--- config.mk ---
export PLATFORM = sky130hd
export DESIGN_NAME = slot_pool_first_fit_allocator_flat
export DESIGN_NICKNAME = d
export VERILOG_FILES = /design/src/design/spfa_pkg.sv /design/src/design/spfa_req_if.sv /design/src/design/spfa_rsp_if.sv /design/src/design/slot_pool_first_fit_allocator.sv /design/src/design/spfa_dp.sv /design/src/design/spfa_ctrl.sv /design/src/flat_wrapper.sv
export SDC_FILE = /design/constraint.sdc
export NUM_CORES = 1
export LEC_CHECK = 0
export BUFFER_PORTS_ARGS = -buffer_cell sky130_fd_sc_hd__buf_2
export CAP_MARGIN = 30
export CORE_MARGIN = 2
export CORE_UTILIZATION = 62
export DETAILED_ROUTE_END_ITERATION = 10
export PLACE_DENSITY = 0.88
export SLEW_MARGIN = 5
export SYNTH_ARGS = -nofsm -noshare
export SYNTH_HDL_FRONTEND = slang
export SYNTH_HIERARCHICAL = 1
export SYNTH_SLANG_ARGS = --single-unit
--- constraint.sdc ---
create_clock -name clk -period 8.95 [get_ports clk]
set_input_delay 2.2375 -clock clk [delete_from_list [all_inputs] [get_ports clk]]
set_output_delay 2.2375 -clock clk [all_outputs]
set_load 0.02 [all_outputs]
--- src/design/spfa_pkg.sv ---
// ----------------------------------------------------------------------------
// Slot pool allocator package
// Shared widths, codes, controller states and the command and status words
// that join the controller to the datapath.
// ----------------------------------------------------------------------------
package spfa_pkg;

  localparam int OPCODE_W = 2;
  localparam int SIZE_W   = 11;
  localparam int OFFSET_W = 10;
  localparam int SLOT_W   = 4;
  localparam int STATUS_W = 3;
  localparam int WIDE_W   = 17;

  typedef enum logic [OPCODE_W-1:0] {
    OP_ALLOC    = 2'd0,
    OP_FREE_OFF = 2'd1,
    OP_FREE_NUM = 2'd2,
    OP_RESERVED = 2'd3
  } op_t;

  typedef enum logic [STATUS_W-1:0] {
    ST_OK        = 3'd0,
    ST_BAD_SIZE  = 3'd1,
    ST_NO_SLOT   = 3'd2,
    ST_NO_SPACE  = 3'd3,
    ST_NOT_FOUND = 3'd4
  } status_t;

  typedef enum logic [2:0] {
    S_IDLE,
    S_DECODE,
    S_SLOT_SCAN,
    S_ALLOC_READ,
    S_ALLOC_CHECK,
    S_OFF_READ,
    S_OFF_CHECK,
    S_FINISH
  } state_t;

  typedef struct packed {
    logic    load_req;
    logic    idx_clear;
    logic    idx_inc;
    logic    take_slot;
    logic    cand_jump;
    logic    commit;
    logic    clear_idx;
    logic    clear_num;
    logic    set_result;
    status_t res_code;
    logic    res_grant;
    logic    load_out;
  } cmd_t;

  typedef struct packed {
    logic op_alloc;
    logic op_free_off;
    logic op_free_num;
    logic size_bad;
    logic num_in_range;
    logic slot_free;
    logic idx_last;
    logic fits;
    logic overlap;
    logic match;
    logic out_free;
  } sts_t;

endpackage

--- src/design/spfa_req_if.sv ---
// ----------------------------------------------------------------------------
// Slot pool allocator request channel
// Valid and ready handshake carrying one request word.
// ----------------------------------------------------------------------------
interface spfa_req_if;
  import spfa_pkg::*;

  logic                valid;
  logic                ready;
  logic [OPCODE_W-1:0] opcode;
  logic [SIZE_W-1:0]   request_size;
  logic [OFFSET_W-1:0] start_offset;
  logic [SLOT_W-1:0]   slot_number;

  modport source (
    output valid, opcode, request_size, start_offset, slot_number,
    input  ready
  );

  modport sink (
    input  valid, opcode, request_size, start_offset, slot_number,
    output ready
  );
endinterface

--- src/design/spfa_rsp_if.sv ---
// ----------------------------------------------------------------------------
// Slot pool allocator response channel
// Valid and ready handshake carrying one response word.
// ----------------------------------------------------------------------------
interface spfa_rsp_if;
  import spfa_pkg::*;

  logic                valid;
  logic                ready;
  logic [STATUS_W-1:0] status;
  logic [SLOT_W-1:0]   granted_slot;
  logic [OFFSET_W-1:0] granted_offset;

  modport source (
    output valid, status, granted_slot, granted_offset,
    input  ready
  );

  modport sink (
    input  valid, status, granted_slot, granted_offset,
    output ready
  );
endinterface

--- src/design/slot_pool_first_fit_allocator.sv ---
// ----------------------------------------------------------------------------
// Slot pool first-fit allocator
// One word is in flight at a time, and the next word is accepted the cycle
// after the result is loaded, so no new word is taken before the last is done.
// A free by number, a bad size or an unused opcode is settled in the decode
// state; a free by offset reads the slot table entry by entry, and an allocate
// first searches for a free slot and then scans the table for a first fit
// through its one read port. Reset clears the slot valid flags at once.
// ----------------------------------------------------------------------------
module slot_pool_first_fit_allocator #(
  parameter int SLOT_COUNT = 16,
  parameter int POOL_BYTES = 1024
) (
  input logic         clk,
  input logic         rst,
  spfa_req_if.sink    req,
  spfa_rsp_if.source  rsp
);
  import spfa_pkg::*;

  cmd_t cmd;
  sts_t sts;
  logic req_ready;

  assign req.ready = req_ready;

  spfa_ctrl u_ctrl (
    .clk       (clk),
    .rst       (rst),
    .req_valid (req.valid),
    .req_ready (req_ready),
    .sts       (sts),
    .cmd       (cmd)
  );

  spfa_dp #(
    .SLOT_COUNT (SLOT_COUNT),
    .POOL_BYTES (POOL_BYTES)
  ) u_dp (
    .clk            (clk),
    .rst            (rst),
    .cmd            (cmd),
    .sts            (sts),
    .opcode         (req.opcode),
    .request_size   (req.request_size),
    .start_offset   (req.start_offset),
    .slot_number    (req.slot_number),
    .out_ready      (rsp.ready),
    .out_valid      (rsp.valid),
    .status         (rsp.status),
    .granted_slot   (rsp.granted_slot),
    .granted_offset (rsp.granted_offset)
  );

endmodule

--- src/design/spfa_dp.sv ---
// ----------------------------------------------------------------------------
// Slot pool allocator datapath
// Request registers, slot table with valid flags, scan index, candidate start
// and the output register.
// ----------------------------------------------------------------------------
module spfa_dp #(
  parameter int SLOT_COUNT = 16,
  parameter int POOL_BYTES = 1024
) (
  input  logic                           clk,
  input  logic                           rst,
  input  spfa_pkg::cmd_t                 cmd,
  output spfa_pkg::sts_t                 sts,
  input  logic [spfa_pkg::OPCODE_W-1:0]  opcode,
  input  logic [spfa_pkg::SIZE_W-1:0]    request_size,
  input  logic [spfa_pkg::OFFSET_W-1:0]  start_offset,
  input  logic [spfa_pkg::SLOT_W-1:0]    slot_number,
  input  logic                           out_ready,
  output logic                           out_valid,
  output logic [spfa_pkg::STATUS_W-1:0]  status,
  output logic [spfa_pkg::SLOT_W-1:0]    granted_slot,
  output logic [spfa_pkg::OFFSET_W-1:0]  granted_offset
);
  import spfa_pkg::*;

  localparam int SIDX_W = (SLOT_COUNT > 1) ? $clog2(SLOT_COUNT) : 1;
  localparam int OW     = (POOL_BYTES > 1) ? $clog2(POOL_BYTES) : 1;
  localparam int SW     = $clog2(POOL_BYTES + 1) + 1;

  logic [OPCODE_W-1:0] op;
  logic [SIZE_W-1:0]   size;
  logic [OFFSET_W-1:0] start;
  logic [SLOT_W-1:0]   number;

  logic [SIDX_W-1:0]   idx;
  logic [SIDX_W-1:0]   free_slot;
  logic [SW-1:0]       cand;

  logic [SLOT_COUNT-1:0] valid_bits;
  logic [OW-1:0]         mem_first [SLOT_COUNT];
  logic [OW-1:0]         mem_last  [SLOT_COUNT];
  logic [OW-1:0]         rd_first;
  logic [OW-1:0]         rd_last;
  logic                  rd_valid;

  status_t             res_code;
  logic [SLOT_W-1:0]   res_slot;
  logic [OFFSET_W-1:0] res_offset;

  logic [7:0]    num_wide;
  logic [SW-1:0] size_s;
  logic [SW-1:0] end_s;
  logic [SW-1:0] limit_s;

  assign num_wide = 8'(number);
  assign size_s   = SW'(size);
  assign end_s    = cand + size_s - SW'(1);
  assign limit_s  = cand + size_s;

  always_comb begin
    sts.op_alloc     = (op == OP_ALLOC);
    sts.op_free_off  = (op == OP_FREE_OFF);
    sts.op_free_num  = (op == OP_FREE_NUM);
    sts.size_bad     = (size == '0) || (WIDE_W'(size) > WIDE_W'(POOL_BYTES));
    sts.num_in_range = (num_wide < 8'(SLOT_COUNT));
    sts.slot_free    = !valid_bits[idx];
    sts.idx_last     = (idx == SIDX_W'(SLOT_COUNT - 1));
    sts.fits         = (limit_s <= SW'(POOL_BYTES));
    sts.overlap      = rd_valid && (SW'(rd_first) <= end_s) && (SW'(rd_last) >= cand);
    sts.match        = rd_valid && (WIDE_W'(rd_first) == WIDE_W'(start));
    sts.out_free     = !out_valid || out_ready;
  end

  always_ff @(posedge clk) begin
    if (cmd.load_req) begin
      op     <= opcode;
      size   <= request_size;
      start  <= start_offset;
      number <= slot_number;
    end
    if (cmd.idx_clear) begin
      idx <= '0;
    end else if (cmd.idx_inc) begin
      idx <= idx + SIDX_W'(1);
    end
    if (cmd.take_slot) begin
      free_slot <= idx;
      cand      <= '0;
    end else if (cmd.cand_jump) begin
      cand <= SW'(rd_last) + SW'(1);
    end
    if (cmd.set_result) begin
      res_code   <= cmd.res_code;
      res_slot   <= cmd.res_grant ? SLOT_W'(free_slot) : '0;
      res_offset <= cmd.res_grant ? OFFSET_W'(cand) : '0;
    end
  end

  always_ff @(posedge clk) begin
    if (rst) begin
      valid_bits <= '0;
    end else begin
      if (cmd.commit) begin
        valid_bits[free_slot] <= 1'b1;
      end
      if (cmd.clear_idx) begin
        valid_bits[idx] <= 1'b0;
      end
      if (cmd.clear_num) begin
        valid_bits[num_wide[SIDX_W-1:0]] <= 1'b0;
      end
    end
  end

  always_ff @(posedge clk) begin
    if (cmd.commit) begin
      mem_first[free_slot] <= OW'(cand);
      mem_last[free_slot]  <= OW'(end_s);
    end
    rd_first <= mem_first[idx];
    rd_last  <= mem_last[idx];
    rd_valid <= valid_bits[idx];
  end

  always_ff @(posedge clk) begin
    if (rst) begin
      out_valid <= 1'b0;
    end else if (cmd.load_out) begin
      out_valid <= 1'b1;
    end else if (out_ready) begin
      out_valid <= 1'b0;
    end
  end

  always_ff @(posedge clk) begin
    if (cmd.load_out) begin
      status         <= res_code;
      granted_slot   <= res_slot;
      granted_offset <= res_offset;
    end
  end

endmodule

--- src/design/spfa_ctrl.sv ---
// ----------------------------------------------------------------------------
// Slot pool allocator controller
// Sequences the slot search, the first-fit scan and the free operations.
// ----------------------------------------------------------------------------
module spfa_ctrl (
  input  logic           clk,
  input  logic           rst,
  input  logic           req_valid,
  output logic           req_ready,
  input  spfa_pkg::sts_t sts,
  output spfa_pkg::cmd_t cmd
);
  import spfa_pkg::*;

  state_t state;
  state_t state_next;

  always_ff @(posedge clk) begin
    if (rst) begin
      state <= S_IDLE;
    end else begin
      state <= state_next;
    end
  end

  always_comb begin
    cmd        = '0;
    state_next = state;
    req_ready  = 1'b0;
    unique case (state)
      S_IDLE: begin
        req_ready = 1'b1;
        if (req_valid) begin
          cmd.load_req = 1'b1;
          state_next   = S_DECODE;
        end
      end
      S_DECODE: begin
        cmd.idx_clear = 1'b1;
        priority if (sts.op_alloc && sts.size_bad) begin
          cmd.set_result = 1'b1;
          cmd.res_code   = ST_BAD_SIZE;
          state_next     = S_FINISH;
        end else if (sts.op_alloc) begin
          state_next = S_SLOT_SCAN;
        end else if (sts.op_free_off) begin
          state_next = S_OFF_READ;
        end else if (sts.op_free_num && sts.num_in_range) begin
          cmd.clear_num  = 1'b1;
          cmd.set_result = 1'b1;
          cmd.res_code   = ST_OK;
          state_next     = S_FINISH;
        end else begin
          cmd.set_result = 1'b1;
          cmd.res_code   = ST_NOT_FOUND;
          state_next     = S_FINISH;
        end
      end
      S_SLOT_SCAN: begin
        priority if (sts.slot_free) begin
          cmd.take_slot = 1'b1;
          cmd.idx_clear = 1'b1;
          state_next    = S_ALLOC_READ;
        end else if (sts.idx_last) begin
          cmd.set_result = 1'b1;
          cmd.res_code   = ST_NO_SLOT;
          state_next     = S_FINISH;
        end else begin
          cmd.idx_inc = 1'b1;
        end
      end
      S_ALLOC_READ: begin
        if (sts.fits) begin
          state_next = S_ALLOC_CHECK;
        end else begin
          cmd.set_result = 1'b1;
          cmd.res_code   = ST_NO_SPACE;
          state_next     = S_FINISH;
        end
      end
      S_ALLOC_CHECK: begin
        priority if (sts.overlap) begin
          cmd.cand_jump = 1'b1;
          cmd.idx_clear = 1'b1;
          state_next    = S_ALLOC_READ;
        end else if (sts.idx_last) begin
          cmd.commit     = 1'b1;
          cmd.set_result = 1'b1;
          cmd.res_code   = ST_OK;
          cmd.res_grant  = 1'b1;
          state_next     = S_FINISH;
        end else begin
          cmd.idx_inc = 1'b1;
          state_next  = S_ALLOC_READ;
        end
      end
      S_OFF_READ: begin
        state_next = S_OFF_CHECK;
      end
      S_OFF_CHECK: begin
        priority if (sts.match) begin
          cmd.clear_idx  = 1'b1;
          cmd.set_result = 1'b1;
          cmd.res_code   = ST_OK;
          state_next     = S_FINISH;
        end else if (sts.idx_last) begin
          cmd.set_result = 1'b1;
          cmd.res_code   = ST_NOT_FOUND;
          state_next     = S_FINISH;
        end else begin
          cmd.idx_inc = 1'b1;
          state_next  = S_OFF_READ;
        end
      end
      S_FINISH: begin
        if (sts.out_free) begin
          cmd.load_out = 1'b1;
          state_next   = S_IDLE;
        end
      end
      default: begin
        state_next = S_IDLE;
      end
    endcase
  end

endmodule
--- src/flat_wrapper.sv ---
// flat-port wrapper written by rule: the top's interface ports become plain ports
module slot_pool_first_fit_allocator_flat import spfa_pkg::*;
#(
  parameter int SLOT_COUNT = 16,
  parameter int POOL_BYTES = 1024
)
  (clk, rst, req_valid, req_opcode, req_request_size, req_start_offset, req_slot_number, req_ready, rsp_valid, rsp_status, rsp_granted_slot, rsp_granted_offset, rsp_ready);
  spfa_req_if req_i ();
  spfa_rsp_if rsp_i ();
  input logic clk;
  input logic rst;
  input wire logic [$bits(req_i.valid)-1:0] req_valid;
  input wire logic [$bits(req_i.opcode)-1:0] req_opcode;
  input wire logic [$bits(req_i.request_size)-1:0] req_request_size;
  input wire logic [$bits(req_i.start_offset)-1:0] req_start_offset;
  input wire logic [$bits(req_i.slot_number)-1:0] req_slot_number;
  output wire logic [$bits(req_i.ready)-1:0] req_ready;
  output wire logic [$bits(rsp_i.valid)-1:0] rsp_valid;
  output wire logic [$bits(rsp_i.status)-1:0] rsp_status;
  output wire logic [$bits(rsp_i.granted_slot)-1:0] rsp_granted_slot;
  output wire logic [$bits(rsp_i.granted_offset)-1:0] rsp_granted_offset;
  input wire logic [$bits(rsp_i.ready)-1:0] rsp_ready;
  assign req_i.valid = req_valid;
  assign req_i.opcode = req_opcode;
  assign req_i.request_size = req_request_size;
  assign req_i.start_offset = req_start_offset;
  assign req_i.slot_number = req_slot_number;
  assign req_ready = req_i.ready;
  assign rsp_valid = rsp_i.valid;
  assign rsp_status = rsp_i.status;
  assign rsp_granted_slot = rsp_i.granted_slot;
  assign rsp_granted_offset = rsp_i.granted_offset;
  assign rsp_i.ready = rsp_ready;
  slot_pool_first_fit_allocator #(.SLOT_COUNT(SLOT_COUNT), .POOL_BYTES(POOL_BYTES)) u_core (.clk(clk), .rst(rst), .req(req_i), .rsp(rsp_i));
endmodule
# Word-level counts from Yosys, hierarchy flattened
# Memory sizes are Yosys's and may differ from the RTL's. A register that Yosys moved wholly into a read port is not among the register bits.
# Cells that the tools add are included.
dict set report word_totals {
  register_bits 102
  ram_bits 320
  inputBits 31
  output_inout_bits 19
  mem_count 2
}
# name words word_bits read_ports rd_ports_with_merged_regs write_ports line_no
set mem_list {}
lappend mem_list {u_core.u_dp.mem_first 16 10 1 1 1 spfa_dp.sv:40} ;# logic [OW-1:0] mem_first [SLOT_COUNT];
lappend mem_list {u_core.u_dp.mem_last 16 10 1 1 1 spfa_dp.sv:41} ;# logic [OW-1:0] mem_last [SLOT_COUNT];
dict set report op_classes {
  n_addsub 4
  n_lt_le_gt_ge 11
  n_eq_ne 14
  n_mux 65
  bitwise_logic 5
  reduce_logical 16
}
# op n
set ops {}
lappend ops {{$mux 16} 5}
lappend ops {{$and 16x16->16} 2}
lappend ops {{$not 16->16} 2}
lappend ops {{$mux 1} 28}
lappend ops {{$mux 3} 9}
lappend ops {{$mux 4} 6}
lappend ops {{$pmux 3 s8} 1}
lappend ops {{$lt 4x5->1 const B} 4}
lappend ops {{$mux 5} 4}
lappend ops {{$pmux 4 s5} 1}
lappend ops {{$or 16x16->16} 1}
lappend ops {{$add 12x11->12} 1}
lappend ops {{$demux 1 s4} 3}
lappend ops {{$eq 3x3->1 const B} 4}
lappend ops {{$ge 10x12->1} 1}
lappend ops {{$ge 4x1->1 const B} 3}
lappend ops {{$le 10x12->1} 1}
lappend ops {{$le 12x11->1 const B} 1}
lappend ops {{$sub 12x1->12 const B} 1}
lappend ops {{$add 10x1->11 const B} 1}
lappend ops {{$gt 11x11->1 const B} 1}
lappend ops {{$logic_not 11->1} 1}
lappend ops {{$eq 10x10->1} 1}
lappend ops {{$mux 2} 5}
lappend ops {{other kinds (18)} 28}

# Longest topological paths before layout
# Gate-level depths: netlist of run 1.
dict set report logic_depth {
  ltp_word 14
  mapped_depth 26
}

# Cells and area by module
# The synthesis of run 1 kept the hierarchy.
# module instances cells_per_inst area_per_inst_um2 seq_area_each_um2
set modules_own_cells {}
lappend modules_own_cells {spfa_dp 1 948 17629.4 12622.1}
lappend modules_own_cells {spfa_ctrl 1 76 505.5 60.1}

# Worst setup path before layout of run 1
# Ideal clock, no wire load.
dict set report synth_path {
  path_type {reg2reg}
  from {register u_core.u_dp.cand[0]}
  to {register u_core.u_dp.valid_bits[0]}
  setup_time_ns 0.115
  arrival_time_ns 6.604
  t_required_ns 8.835
  path_slack_ns 2.231
  stages_incl_launch_ff 27
  period_less_slack_ns 6.719
  cell_sequence {dfxtp_1 -> ha_1 -> inv_1 -> fa_1 -> and2b_4 -> o22ai_2 -> xnor2_1 -> a221o_1 -> or3_4 -> o221ai_2 -> nand3_1 -> xnor2_1 -> ha_1 -> o21ai_0 -> o21ai_0 -> o211ai_1 -> a22oi_1 -> inv_1 -> nor2_1 -> a211oi_2 -> nor2b_1 -> and3_1 -> buf_4 -> or3b_2 -> nor3_1 -> nor2_1 -> a2111oi_0}
}
# element line_no
set synth_rtl {}
lappend synth_rtl {{start, declared} spfa_dp.sv:37} ;# logic [SW-1:0] cand;
lappend synth_rtl {{start signal, assigned} spfa_dp.sv:90} ;# cand <= SW'(rd_last) + SW'(1);
lappend synth_rtl {{end signal, assigned} spfa_dp.sv:101} ;# valid_bits <= '0;
lappend synth_rtl {{end signal, assigned by index} spfa_dp.sv:104} ;# valid_bits[free_slot] <= 1'b1;
lappend synth_rtl {{end signal, assigned by index} spfa_dp.sv:107} ;# valid_bits[idx] <= 1'b0;
lappend synth_rtl {{end, declared} spfa_dp.sv:39} ;# logic [SLOT_COUNT-1:0] valid_bits;

==> flow_summary.yaml, run 1 <==
critical_path:
  crit_end: "u_core/u_dp/mem_first[0][1]$_DFFE_PP_"
  timing.rr.start: "u_core/u_dp/cand[0]$_SDFFE_PP0P_"
  r2r_cells: 24
  critPathMaxFanout: 20
  cp_slowest_stage_delay_ps: 770
  worstSetupPathType: "flop to flop"
  critical_path.top_delay_family: "simple AND/OR/NAND/NOR gates"
  crit_path_cell_trace: "ha_1 -> inv_1 -> fa_1 -> and2b_4 -> o22ai_2 -> xnor2_1 -> a221o_1 -> or3_4 -> o221ai_2 -> nand3_1 -> xnor2_1 -> ha_1 -> o21ai_0 -> o21ai_0 -> o211ai_1 -> a22oi_1 -> inv_1 -> nor2_1 -> a211oi_2 -> nor2b_1 -> and3_1 -> or3b_2 -> nor3_2 -> buf_4"
  worstSetupStartpointType: "flop"
  crit_buf_inv: 3
  crit_path_end_kind: "flop"
  crit_start: "u_core/u_dp/cand[0]$_SDFFE_PP0P_"
  worst_ep_arrival_time_ps: 7460
  regToRegSetupSlack_ps: 1720
  worstPathRequired_ps: 9170
  crit_slowest_cell: "dfxtp_1"
  regToRegEndpoint: "u_core/u_dp/mem_first[0][1]$_DFFE_PP_"
  path_depth: 24
power:
  power_frac_comb: 0.197
  switching_power_w: 0.00153
  p_per_area_nw_per_um2: 269
  total_power_w: 0.00547
  ir_drop_uv: 167
  swShare: 0.280
  p_leak_nw: 6.66
  p_seq_frac: 0.481
  p_clk_frac: 0.323
  p_int_w: 0.00394
global_route:
  gr-usage-all-layers: 0.283
  grt_pass1_vias: 10300
  met3_usage: 0.0498
  top_usage_layer: "met2"
  grt_pass1_wl_um: 63600
  grt_max_degree: 65
  antenna_found_initial: 0
  grtUsageMet2: 0.463
  grtUsageMet1: 0.380
  grt-ovfl-total: 0
yosys:
  synth_top_area_cell: "edfxtp_1"
  ys_seq_area_frac: 0.699
  syn-num-nets: 1094
  syn-instance-count: 1024
  synth_area_per_cell_um2: 17.7
  synth_top_area_share: 0.638
  ys_types: 72
  synthTopCellsByArea: "edfxtp_1 64%, mux4_2 13%, dfxtp_1 6.2%"
  async_flop_share: 0
  synthFlopType: "edfxtp_1"
  synthesis.area_um2: 18100
  yosys_warnings: 6
  synth_edf_count: 385
  ys_ff_latch: 441
detailed_routing:
  ant_nets: 0
  drc: 0
  drtIter0Drc: 1249
  vias_per_cell: 6.59
  firstDrtPassIters: 5
  drt-wirelength-per-cell_um: 27.7
  vias: 10000
  wl_um: 42100
flow_run:
  drv_cap: 0
clock_tree:
  post-cts-setup-buffer-count: 0
  h-tree-depth: 2
  cts-root-buf: "clkbuf_16"
  insertion_delay_ps: 550
  clk_path_buf_depth: 3
  cts_hold_buf: 0
  clkSlewWorstSetupHoldPaths_ps: 70
  cts_resized: 0
  cts.sinks: 441
  cts_buffers: 43
  cts_tree: "built"
placement:
  dpl.hpwl_um: 25200
  port-buffer-count: 49
  gp_congestion: 0.876
  place_ws_ps: 1890
sta:
  max_freq_mhz: 138
  whs_ps: 418
  slew_headroom: 0.369
  rsz0062_at_grt: "no"
  finalCritPeriodShare: 0.808
  fin_worst_skew_ps: 17.7
  finalHoldViolations: 0
  fin_ws_ps: 1720
  slew_violations: 0
  tightest_slew_ps: 945
  period_needed_ps: 7230
  tns_ps: 0
  setup_viol: 0
layout:
  final_common_cell: "edfxtp_1"
  layout_common_cells: "385 x edfxtp_1, 105 x mux4_2, 67 x nor2_1, 53 x dfxtp_1, 49 x buf_2"
  fin_util: 0.706
  drive_gt1_frac: 0.255
  final_nets: 1172
  area_delta_synth_final_pct: 12.0
  antenna_cells: 0
run_status:
  status: "finished clean"
die:
  num_rows: 62
  die_h_um: 175
  initial_utilization: 0.630
  coreArea_um2: 28800
  io_pins: 50
  die_area_um2: 30600
  die_x_um: 175
worst_hold_path:
  hold_path_class: "flop to flop"
  min_from: "u_core/u_dp/res_slot[3]$_SDFFCE_PN0P_"
power by group through the flow:
| stage | clock [W] | combinational, W | sequential (W) |
|---|---|---|---|
| after floorplan | 0 | 0.000844 | 0.00256 |
| after global placement | 0 | 0.00100 | 0.00267 |
| after detailed placement | 0 | 0.00105 | 0.00268 |
| after CTS | 0.00179 | 0.00107 | 0.00263 |
| final | 0.00176 | 0.00108 | 0.00263 |
| after global routing | 0.00187 | 0.00116 | 0.00264 |
layout make-up:
type	count	area [um2]
fill	1673	8460
timing repair buffer	78	490
tap	384	480
clock buffer	47	1100
sequential	441	12700
clock inverter	32	267
inverter	34	128
multi-input combinational	504	5160
through the flow:
step	std cells	cell area, um2
after CTS	1518	20300
after detailed placement	1439	18900
after global placement	1436	18900
after floorplan	1024	18100
final	1520	20300
after global routing	1520	20300
cells in the mapped netlist (3+ instances only):
cell type / n
o21bai_1: 3
a211oi_1: 10
nand3b_1: 4
mux2i_1: 3
nor3_1: 21
and2_1: 18
o221a_2: 4
nor2b_1: 6
xor2_1: 10
a2111oi_0: 12
nand4_1: 6
nor4_1: 5
buf_6: 4
buf_1: 3
buf_2: 8
clkbuf_1: 28
xnor2_1: 28
inv_1: 34
a31oi_1: 3
and3_1: 9
nand2b_1: 13
dfxtp_1: 56
o21a_1: 4
nand3_1: 14
nor2_1: 79
ha_1: 38
mux4_2: 105
edfxtp_1: 385
a21o_1: 5
o21ai_0: 12
nor3b_1: 5
nand2_1: 21
a21oi_1: 22
metal layers:
metal,wire length (um),up-vias
li1,-,4223
met1,15300,5002
met2,20800,648
met3,4260,142
met4,1730,0
met5,0,-
worst min-delay path by stage:
| stage | endpoint | slack, ps | cells after the start |
|---|---|---|---|
| 6_report | u_core/u_dp/granted_slot[3]$_DFFE_PP_ | 420 | 0 |
| 5_1_grt | u_core/u_dp/granted_slot[3]$_DFFE_PP_ | 430 | 0 |
| 4_1_cts | u_core/u_dp/granted_slot[3]$_DFFE_PP_ | 420 | 0 |
| 3_5_place_dp | u_core/u_dp/granted_slot[3]$_DFFE_PP_ | 400 | 0 |
| 3_3_place_gp | u_core/u_dp/granted_offset[6]$_DFFE_PP_ | 400 | 0 |
| 2_1_floorplan | u_core/u_dp/granted_offset[0]$_DFFE_PP_ | 400 | 0 |
cell families after synthesis:
group           Yosys count  share of synthesized area
xor+xnor                 38                     0.0184
compound gates           99                     0.0408
other cells               1                   0.000207
simple gates            219                     0.0629
fa+ha+maj                39                     0.0273
buf+inv                  79                     0.0190
mux                     108                      0.132
flops                   441                      0.699
flip-flops by register name, indices dropped and copies added (netlist names):
signal                      cells
u_core/u_dp/status              3
u_core/u_dp/rd_last            10
u_core/u_dp/cand               11
u_core/u_dp/idx                 4
u_core/u_dp/mem_last          160
u_core/u_dp/valid_bits         16
u_core/u_dp/size               11
u_core/u_dp/mem_first         160
u_core/u_dp/granted_offset     10
u_core/u_dp/op                  2
u_core/u_dp/start              10
u_core/u_dp/res_offset         10
u_core/u_dp/res_slot            4
u_core/u_dp/out_valid           1
u_core/u_dp/rd_valid            1
u_core/u_dp/granted_slot        4
u_core/u_dp/number              4
u_core/u_dp/rd_first           10
u_core/u_ctrl/state             3
u_core/u_dp/free_slot           4
u_core/u_dp/res_code            3
Note: power is estimated with default switching activity, not from simulation.
==> run 2, diff against run 1 <==
Settings changed: ABC_AREA set to 1, CORE_UTILIZATION 62 to 56, PLACE_DENSITY 0.88 to 0.85.
Clock period 8.95 ns to 6.18 ns, I/O delays scaled along.
==> flow_summary.yaml, run 2 <==
layout:
  antenna_cells: 0
  layout_common_cells: "385 x edfxtp_1, 219 x nor2_1, 203 x nand2_1, 188 x o21ai_0, 144 x inv_1"
  drive_gt1_frac: 0.126
  reg.largest.list: "u_core/u_dp/mem_first x160, u_core/u_dp/mem_last x160, u_core/u_dp/valid_bits x16"
  area_delta_synth_final_pct: 13.1
  final_common_cell: "edfxtp_1"
  final_nets: 1767
yosys:
  ys_types: 45
  async_flop_share: 0
  synthFlopType: "edfxtp_1"
  synth_area_per_cell_um2: 11.4
  synth_most_common_cell: "edfxtp_1"
  ys_ff_latch: 441
  syn-instance-count: 1625
  synthesis.area_um2: 18500
  synth_top_area_share: 0.624
  ys_seq_area_frac: 0.685
  synthTopCellsByArea: "edfxtp_1 62%, dfxtp_1 6.1%, o21ai_0 5.1%"
  synth_top_area_cell: "edfxtp_1"
  syn-num-nets: 1695
  yosys_warnings: 6
  synth_common_cells: "385 x edfxtp_1, 238 x nor2_1, 203 x nand2_1, 188 x o21ai_0, 145 x inv_1"
  synth_edf_count: 385
critical_path:
  worst_ep_arrival_time_ps: 5720
  worstPathRequired_ps: 6420
  critPathMaxFanout: 19
  worstSetupPathType: "flop to flop"
  cp_common_cell: "inv_1"
  cp_slowest_stage_delay_ps: 500
  crit_slowest_cell: "nor2_2"
  worstSetupStartpointType: "flop"
  crit_path_end_kind: "flop"
detailed_routing:
  firstDrtPassIters: 8
  vias_per_cell: 6.06
  drtIter0Drc: 1826
  wl_um: 45600
  ant_nets: 0
  drc: 0
  vias: 13200
  drt-wirelength-per-cell_um: 21.0
clock_tree:
  cts_tree: "built"
  cts-root-buf: "clkbuf_16"
  cts.sinks: 441
  post-cts-setup-buffer-count: 0
  cts_resized: 0
  cts_buffers: 43
  clk_path_buf_depth: 3
  insertion_delay_ps: 550
  h-tree-depth: 2
  clkSlewWorstSetupHoldPaths_ps: 60
  cts_hold_buf: 0
sta:
  finalCritPeriodShare: 0.886
  setup_viol: 0
  slew_violations: 0
  tns_ps: 0
  max_freq_mhz: 183
  rsz0062_at_grt: "no"
  period_needed_ps: 5480
  finalHoldViolations: 0
  tightest_slew_ps: 975
  slew_headroom: 0.350
  whs_ps: 420
  fin_worst_skew_ps: 19.5
power:
  ir_drop_uv: 265
  p_per_area_nw_per_um2: 444
  p_leak_nw: 7.77
die:
  die_h_um: 186
  io_pins: 50
  initial_utilization: 0.569
  die_x_um: 186
  coreArea_um2: 32500
  die_area_um2: 34500
  num_rows: 66
global_route:
  antenna_found_initial: 0
  grt-ovfl-total: 0
  grtUsageMet1: 0.354
  met3_usage: 0.0432
  gr-usage-all-layers: 0.267
  grtUsageMet2: 0.427
  top_usage_layer: "met2"
  grt_pass1_vias: 12700
  grt_pass1_wl_um: 69700
  grt_max_degree: 84
run_status:
  status: "finished clean"
worst_hold_path:
  hold_path_class: "flop to flop"
placement:
  gp_congestion: 0.938
  port-buffer-count: 49
  dpl.hpwl_um: 28300
flow_run:
  drv_cap: 0
[run 2: cell type report]
cell class / count / area, um2
clock inverters: 22 / 210
repair buffers: 99 / 693
flip-flops and latches: 441 / 12700
well taps: 442 / 553
multi-input cells: 962 / 5030
fillers: 2292 / 11600
clock buffers: 55 / 1190
inverters: 150 / 566
[run 2: worst max-delay path, delay by kind of cell, from the launching register on]
kind | cells | cell delay (ps)
fa+ha+maj | 3 | 930
compound gates | 2 | 270
buf+inv | 9 | 1340
flops | 1 | 390
simple gates | 14 | 2230
[run 2: cell families (layout without fill, tap and decap cells)]
| logic type | after synthesis | after routing | share of synthesized area |
|---|---|---|---|
| other cells | 1 | 1 | 0.000203 |
| buf+inv | 222 | 326 | 0.0465 |
| flops | 441 | 441 | 0.685 |
| simple gates | 569 | 569 | 0.131 |
| compound gates | 332 | 332 | 0.0998 |
| xor+xnor | 21 | 21 | 0.0103 |
| fa+ha+maj | 39 | 39 | 0.0268 |
[run 2: layer usage]
layer | share of wire | up-vias
met3 | 0.11 | 174
met2 | 0.47 | 863
met4 | 0.053 | 0
met5 | 0 | -
li1 | - | 5882
met1 | 0.37 | 6236
[run 2: report_power, final]
| part | leakage [nW] | internal (W) | switching, W | total, W |
|---|---|---|---|---|
| clock network | 0.681 | 0.00149 | 0.00108 | 0.00258 |
| registers | 3.98 | 0.00392 | 0.000192 | 0.00411 |
| logic | 3.11 | 0.000721 | 0.00189 | 0.00261 |
| total | 7.77 | 0.00614 | 0.00316 | 0.00930 |
[run 2: final timing paths]
path | to | start | cells past startpoint | slack [ps]
setup / recovery | u_core/u_dp/mem_first[3][2]$_DFFE_PP_ | u_core/u_dp/size[0]$_DFFE_PP_ | 28 | 700
hold / removal | u_core/u_dp/granted_slot[0]$_DFFE_PP_ | u_core/u_dp/res_slot[0]$_SDFFCE_PN0P_ | 0 | 420
setup reg to reg | u_core/u_dp/mem_first[3][2]$_DFFE_PP_ | u_core/u_dp/size[0]$_DFFE_PP_ | 28 | 700
hold reg to reg | u_core/u_dp/granted_slot[0]$_DFFE_PP_ | u_core/u_dp/res_slot[0]$_SDFFCE_PN0P_ | 0 | 420
[run 2: stage by stage]
step | utilization | cells | power, W | area, um2 | setup slack (ps)
floorplan | - | 1625 | 0.00580 | 18500 | 721
global placement | 0.600 | 2093 | 0.00656 | 19500 | 975
detailed placement | 0.600 | 2094 | 0.00669 | 19500 | 740
CTS | 0.643 | 2171 | 0.00926 | 20900 | 736
global route | 0.643 | 2171 | 0.00968 | 20900 | 242
finish | 0.643 | 2171 | 0.00930 | 20900 | 705
